File: src/rtl/pdi_pkg.sv
`timescale 1ns / 1ps
// ----------------------------------------------------------------------------
// pdi_pkg: shared widths and types for the point distance / square root block
// Field widths, root step count and the data handed between root cells.
// ----------------------------------------------------------------------------
package pdi_pkg;

    localparam int COORD_W      = 15;   // width of each coordinate port
    localparam int COORD_BITS_D = 15;   // default coordinate bits in use
    localparam int RAD_W        = 32;
    localparam int ROOT_W       = 16;
    localparam int ROOT_STEPS   = 16;   // one result bit per cell

    localparam logic MODE_ROOT = 1'b0;
    localparam logic MODE_DIST = 1'b1;

    // partial remainder and root accumulator moving down the cell chain
    typedef struct packed {
        logic [RAD_W-1:0] rest;
        logic [RAD_W-1:0] acc;
    } cell_data_t;

endpackage

File: src/rtl/point_distance_isqrt.sv
`timescale 1ns / 1ps
// ----------------------------------------------------------------------------
// point_distance_isqrt: integer square root and point distance
// Floor square root of a 32-bit radicand or of a squared point distance.
// ----------------------------------------------------------------------------
// Usage:
//   Raise start with mode, the two points and the radicand. busy is tied low,
//   so an item is taken on every cycle that start is high. Mode 0 roots the
//   radicand; mode 1 roots dx*dx + dy*dy using the low COORD_BITS bits of
//   each coordinate.
//   Each item yields one root, shown on root for a single cycle with done
//   high. The receiver cannot hold results off and none is needed: items
//   move down a fixed pipeline without stalls.
//   The result passes 3 front-end stages for difference, square and select,
//   then 16 root cells, one result bit each. Throughput: one item per cycle.
//   Reset clears all valid flags; items in flight are dropped and no done
//   pulse follows until new items arrive.
// ----------------------------------------------------------------------------
module point_distance_isqrt #(
    parameter int COORD_BITS = pdi_pkg::COORD_BITS_D
) (
    input  logic                        clk,
    input  logic                        rst_n,
    input  logic                        start,
    output logic                        busy,
    input  logic                        mode,
    input  logic [pdi_pkg::COORD_W-1:0] first_x,
    input  logic [pdi_pkg::COORD_W-1:0] first_y,
    input  logic [pdi_pkg::COORD_W-1:0] second_x,
    input  logic [pdi_pkg::COORD_W-1:0] second_y,
    input  logic [pdi_pkg::RAD_W-1:0]   radicand,
    output logic [pdi_pkg::ROOT_W-1:0]  root,
    output logic                        done
);

    localparam int N = pdi_pkg::ROOT_STEPS;

    logic                      op_valid;
    logic [pdi_pkg::RAD_W-1:0] operand;

    // taps between cells; tap 0 feeds the first cell
    logic                valid_tap [N+1];
    pdi_pkg::cell_data_t data_tap  [N+1];

    assign busy = 1'b0;

    pdi_front #(
        .COORD_BITS (COORD_BITS)
    ) u_front (
        .clk      (clk),
        .rst_n    (rst_n),
        .in_valid (start & ~busy),
        .mode     (mode),
        .first_x  (first_x),
        .first_y  (first_y),
        .second_x (second_x),
        .second_y (second_y),
        .radicand (radicand),
        .op_valid (op_valid),
        .operand  (operand)
    );

    assign valid_tap[0]     = op_valid;
    assign data_tap[0].rest = operand;
    assign data_tap[0].acc  = '0;

    for (genvar k = 0; k < N; k++)
    begin : g_cell
        pdi_root_cell #(
            .STEP (k)
        ) u_cell (
            .clk       (clk),
            .rst_n     (rst_n),
            .in_valid  (valid_tap[k]),
            .in_data   (data_tap[k]),
            .out_valid (valid_tap[k+1]),
            .out_data  (data_tap[k+1])
        );
    end

    assign done = valid_tap[N];
    assign root = data_tap[N].acc[pdi_pkg::ROOT_W-1:0];

endmodule

File: src/rtl/pdi_front.sv
`timescale 1ns / 1ps
// ----------------------------------------------------------------------------
// pdi_front: operand front end
// Three stages: absolute differences, squares, then sum and mode select.
// ----------------------------------------------------------------------------
module pdi_front #(
    parameter int COORD_BITS = pdi_pkg::COORD_BITS_D
) (
    input  logic                        clk,
    input  logic                        rst_n,
    input  logic                        in_valid,
    input  logic                        mode,
    input  logic [pdi_pkg::COORD_W-1:0] first_x,
    input  logic [pdi_pkg::COORD_W-1:0] first_y,
    input  logic [pdi_pkg::COORD_W-1:0] second_x,
    input  logic [pdi_pkg::COORD_W-1:0] second_y,
    input  logic [pdi_pkg::RAD_W-1:0]   radicand,
    output logic                        op_valid,
    output logic [pdi_pkg::RAD_W-1:0]   operand
);

    localparam int SQ_W  = 2 * COORD_BITS;
    localparam int SUM_W = SQ_W + 1;

    logic [COORD_BITS-1:0] ax, ay, bx, by;
    logic [COORD_BITS-1:0] dx_next, dy_next;
    logic [SUM_W-1:0]      sum;

    // stage 1
    logic                      v1_reg;
    logic                      mode1_reg;
    logic [COORD_BITS-1:0]     dx_reg, dy_reg;
    logic [pdi_pkg::RAD_W-1:0] rad1_reg;
    // stage 2
    logic                      v2_reg;
    logic                      mode2_reg;
    logic [SQ_W-1:0]           sqx_reg, sqy_reg;
    logic [pdi_pkg::RAD_W-1:0] rad2_reg;
    // stage 3
    logic                      v3_reg;
    logic [pdi_pkg::RAD_W-1:0] op_reg;
    logic [pdi_pkg::RAD_W-1:0] op_next;

    assign ax = first_x[COORD_BITS-1:0];
    assign ay = first_y[COORD_BITS-1:0];
    assign bx = second_x[COORD_BITS-1:0];
    assign by = second_y[COORD_BITS-1:0];

    assign dx_next = (ax >= bx) ? ax - bx : bx - ax;
    assign dy_next = (ay >= by) ? ay - by : by - ay;

    assign sum     = SUM_W'(sqx_reg) + SUM_W'(sqy_reg);
    assign op_next = (mode2_reg == pdi_pkg::MODE_DIST) ? pdi_pkg::RAD_W'(sum) : rad2_reg;

    always_ff @(posedge clk or negedge rst_n)
    begin
        if (!rst_n)
        begin
            v1_reg <= 1'b0;
            v2_reg <= 1'b0;
            v3_reg <= 1'b0;
        end
        else
        begin
            v1_reg <= in_valid;
            v2_reg <= v1_reg;
            v3_reg <= v2_reg;
        end
    end

    always_ff @(posedge clk)
    begin
        mode1_reg <= mode;
        dx_reg    <= dx_next;
        dy_reg    <= dy_next;
        rad1_reg  <= radicand;

        mode2_reg <= mode1_reg;
        sqx_reg   <= SQ_W'(dx_reg) * SQ_W'(dx_reg);
        sqy_reg   <= SQ_W'(dy_reg) * SQ_W'(dy_reg);
        rad2_reg  <= rad1_reg;

        op_reg    <= op_next;
    end

    assign op_valid = v3_reg;
    assign operand  = op_reg;

endmodule

File: src/rtl/pdi_root_cell.sv
`timescale 1ns / 1ps
// ----------------------------------------------------------------------------
// pdi_root_cell: one digit step of the bit-by-bit square root
// Trial subtract of acc + place, then registers the new remainder and acc.
// ----------------------------------------------------------------------------
module pdi_root_cell #(
    parameter int STEP = 0
) (
    input  logic                clk,
    input  logic                rst_n,
    input  logic                in_valid,
    input  pdi_pkg::cell_data_t in_data,
    output logic                out_valid,
    output pdi_pkg::cell_data_t out_data
);

    localparam int            TW    = pdi_pkg::RAD_W + 1;
    localparam int            SHIFT = pdi_pkg::RAD_W - 2 - 2 * STEP;
    localparam logic [TW-1:0] PLACE = TW'(1) << SHIFT;

    logic [TW-1:0]       trial;
    logic                take;
    pdi_pkg::cell_data_t data_next;
    pdi_pkg::cell_data_t data_reg;
    logic                valid_reg;

    always_comb
    begin
        trial = TW'(in_data.acc) + PLACE;
        take  = TW'(in_data.rest) >= trial;
        if (take)
        begin
            data_next.rest = in_data.rest - trial[pdi_pkg::RAD_W-1:0];
            data_next.acc  = (in_data.acc >> 1) + PLACE[pdi_pkg::RAD_W-1:0];
        end
        else
        begin
            data_next.rest = in_data.rest;
            data_next.acc  = in_data.acc >> 1;
        end
    end

    always_ff @(posedge clk or negedge rst_n)
    begin
        if (!rst_n)
            valid_reg <= 1'b0;
        else
            valid_reg <= in_valid;
    end

    always_ff @(posedge clk)
    begin
        data_reg <= data_next;
    end

    assign out_valid = valid_reg;
    assign out_data  = data_reg;

endmodule

File: config.mk
export PLATFORM = sky130hd
export DESIGN_NAME = point_distance_isqrt
export DESIGN_NICKNAME = d
export VERILOG_FILES = /design/src/rtl/pdi_pkg.sv /design/src/rtl/point_distance_isqrt.sv /design/src/rtl/pdi_front.sv /design/src/rtl/pdi_root_cell.sv
export SDC_FILE = /design/constraint.sdc
export NUM_CORES = 2
export LEC_CHECK = 0
export ABC_CLOCK_PERIOD_IN_PS = 8400
export BUFFER_PORTS_ARGS = -buffer_cell sky130_fd_sc_hd__buf_2
export CAP_MARGIN = 20
export CORE_UTILIZATION = 50
export CTS_CLUSTER_SIZE = 20
export DETAILED_ROUTE_END_ITERATION = 10
export GPL_ROUTABILITY_DRIVEN = 0
export PLACE_DENSITY = 0.72
export SYNTH_ARGS = -nofsm -noshare
export SYNTH_HDL_FRONTEND = slang
export SYNTH_SLANG_ARGS = --single-unit
export TNS_END_PERCENT = 30
File: constraint.sdc
create_clock -name clk -period 8.4 [get_ports clk]
set_clock_uncertainty 0.1 [all_clocks]
set_input_delay 1.68 -clock clk [delete_from_list [all_inputs] [get_ports clk]]
set_output_delay 1.68 -clock clk [all_outputs]
set_load 0.1 [all_outputs]
==> metrics.csv <==
metric,value,unit
htree_num_levels,3,
ys_warn_count,0,
pre_cts_slack,1.47,ns
initial_utilization,50.6,%
grt_pass1_wl,146,mm
grt_max_degree,35,
cts_buffer_depth,3,
syn-num-nets,5292,
r2r_cells,19,
post_cts_buffers,0,
arrival,7.46,ns
setup_tns,0,ns
finalHoldViolCount,0,
antenna_found_initial,0,
vias,30300,
holdCritPathClass,reg2reg,
maxCapViolCount,0,
cts-root-buf,clkbuf_16,
crit_path_end_kind,flop,
die_w,299,µm
critPathRequiredTime,8.81,ns
fillers,7509,
worstMarginPinSlew,1.07,ns
rows,108,
synthArstFlopShare,2.31,%
cts_resized,0,
max_freq,142,MHz
min_path_cells,0,
ys_seq_area_share,37.5,%
drv_slew,0,
antenna_cells,0,
regArea,0.0165,mm²
largest_reg_flops,616,
path_class,reg2reg,
first_global_vias,30600,
coreArea,0.0870,mm²
dieArea,0.0893,mm²
netlist_area,0.0441,mm²
final_nets,5389,
status,"complete, no violations",
ys_ff_latch,821,
drc,0,
insertion_delay,0.65,ns
syn_area_per_cell,9.80,µm²
ios,114,
drtPass1Iterations,6,
cts_hold_buf,0,
synth_edf_count,0,
drt_iter0_markers,1547,
io_buffers,112,
ys_types,90,
syn_to_final_growth,10.9,%
ys.flop_type,dfxtp_1,
clk_pin_slew_worst_paths,0.07,ns
antenna_left,0,
fin_crit,7.05,ns
postSynthCellCount,4494,
setup_ws,1.35,ns
viasPerCell,5.21,
routed_wl,86.9,mm
cts_made_buffers,83,
cts.sinks,821,
drive_above_1_share,7.72,%
slew_headroom,27.7,%
grt_util_all_layers,19.7,%
grt_overflow,0,
rsz0062_at_grt,false,
final.period_utilization,83.9,%
hpwl,68.8,mm
cts_tree,yes,
dieHeight,299,µm
setup_viol,0,
multi_input_area,0.0245,mm²
cp-start-kind,flop,
crit_fanout,15,
post_drt_wl_per_cell,14.9,µm
layout by cell type, fill, tap and decap left out, drive strengths merged, types with 10 or more instances in the layout:
| cell type | synthesis | final |
|---|---|---|
| a21boi | 16 | 16 |
| nand3 | 50 | 50 |
| and2 | 118 | 118 |
| or4 | 12 | 12 |
| o21a | 43 | 43 |
| nor2 | 181 | 181 |
| a211o | 10 | 10 |
| ha | 424 | 424 |
| or3 | 50 | 50 |
| dfxtp | 802 | 802 |
| nor3 | 82 | 82 |
| mux2 | 41 | 41 |
| buf | 28 | 121 |
| clkinv | 1 | 17 |
| fa | 278 | 278 |
| nor2b | 50 | 50 |
| bufinv | 0 | 18 |
| a21o | 97 | 97 |
| a31oi | 25 | 25 |
| xor2 | 134 | 134 |
| inv | 681 | 691 |
| a211oi | 25 | 25 |
| o21ai | 171 | 171 |
| nand4 | 34 | 34 |
| mux2i | 18 | 18 |
| xnor2 | 161 | 161 |
| nand2 | 307 | 307 |
| o21bai | 16 | 16 |
| clkbuf | 81 | 102 |
| o31ai | 28 | 28 |
| a21oi | 195 | 195 |
| and3 | 21 | 21 |
| dfrtp | 19 | 19 |
| or2 | 21 | 21 |
| nor4b | 15 | 15 |
| nor4 | 90 | 90 |
| nand2b | 34 | 34 |
synthesized netlist by cell type, drive strengths merged (43+ instances only):
| master | count | area share [%] |
|---|---|---|
| a21o | 97 | 1.7 |
| nor2 | 181 | 1.6 |
| and2 | 118 | 1.7 |
| dfxtp | 802 | 36 |
| ha | 424 | 12 |
| nand2 | 307 | 2.6 |
| nor3 | 82 | 0.94 |
| nand3 | 50 | 0.57 |
| fa | 278 | 13 |
| xor2 | 134 | 2.7 |
| nor2b | 50 | 0.71 |
| nor4 | 90 | 1.3 |
| o21a | 43 | 0.73 |
| inv | 681 | 5.8 |
| or3 | 50 | 0.71 |
| clkbuf | 81 | 0.69 |
| a21oi | 195 | 2.2 |
| o21ai | 171 | 1.9 |
| xnor2 | 161 | 3.2 |
area by class of cell:
cell class,instances,area share (%)
Inverter,682,5.24
Multi-Input combinational cell,2882,50.1
Timing Repair Buffer,121,1.29
Clock buffer,102,4.71
Sequential cell,821,33.8
Clock inverter,53,1.86
Tap cell,1155,2.96
logic make-up after synthesis:
| family | after synthesis | share of synthesized area, % |
|---|---|---|
| simple gates | 1103 | 12.9 |
| flops | 821 | 37.5 |
| buf+inv | 791 | 6.95 |
| compound gates | 722 | 10.6 |
| fa+ha+maj | 702 | 24.7 |
| xor+xnor | 295 | 5.86 |
| mux | 59 | 1.46 |
| other cells | 1 | 0.00851 |
metrics by stage:
| stage | std cells | utilization [%] | cell area [µm²] | hold slack, ns |
|---|---|---|---|---|
| after floorplan | 4494 | - | 44100 | 0.210 |
| after global placement | 5660 | 52.4 | 45600 | 0.211 |
| after detailed placement | 5661 | 52.4 | 45600 | 0.212 |
| after CTS | 5816 | 56.1 | 48800 | 0.215 |
| after global routing | 5816 | 56.1 | 48800 | 0.224 |
| final | 5816 | 56.1 | 48800 | 0.215 |
final timing paths:
check / startpoint / endpoint / slack (ns)
max: u_front.dy_reg[5] / u_front.sqy_reg[28] / 1.35
min: u_front.operand[19] / g_cell[0].u_cell.out_data[51] / 0.22
max reg2reg: u_front.dy_reg[5] / u_front.sqy_reg[28] / 1.35
min reg2reg: u_front.operand[19] / g_cell[0].u_cell.out_data[51] / 0.22
max in group asynchronous: rst_n / g_cell[15].u_cell.out_valid / 7.06
min in group asynchronous: rst_n / g_cell[9].u_cell.out_valid / 0.86
critical path, cell delays in order (launching register included):
cell and delay, ns:
dfxtp_1 0.76, nand2_1 0.22, fa_1 0.55, inv_1 0.05
fa_1 0.48, fa_1 0.52, fa_1 0.53, fa_1 0.54
inv_1 0.06, fa_1 0.53, inv_1 0.04, ha_1 0.36
a211o_1 0.34, a211oi_1 0.22, a21oi_1 0.11, a21oi_1 0.20
o21ai_0 0.31, a2111oi_0 0.68, o41ai_1 0.17, xor2_1 0.16
per-layer routing:
metal / vias up / wire length [µm] / GRT usage (%) / share of wire, %
li1: 15100 / - / - / -
met1: 14500 / 37400 / 24.3 / 43
met2: 577 / 43700 / 35.3 / 50
met3: 159 / 3500 / 2.93 / 4.0
met4: 0 / 2400 / 6.27 / 2.8
met5: - / 0 / 0 / 0
Power is not shown: default switching activity piles up to over one toggle a cycle in this logic, so the estimate is an artifact.
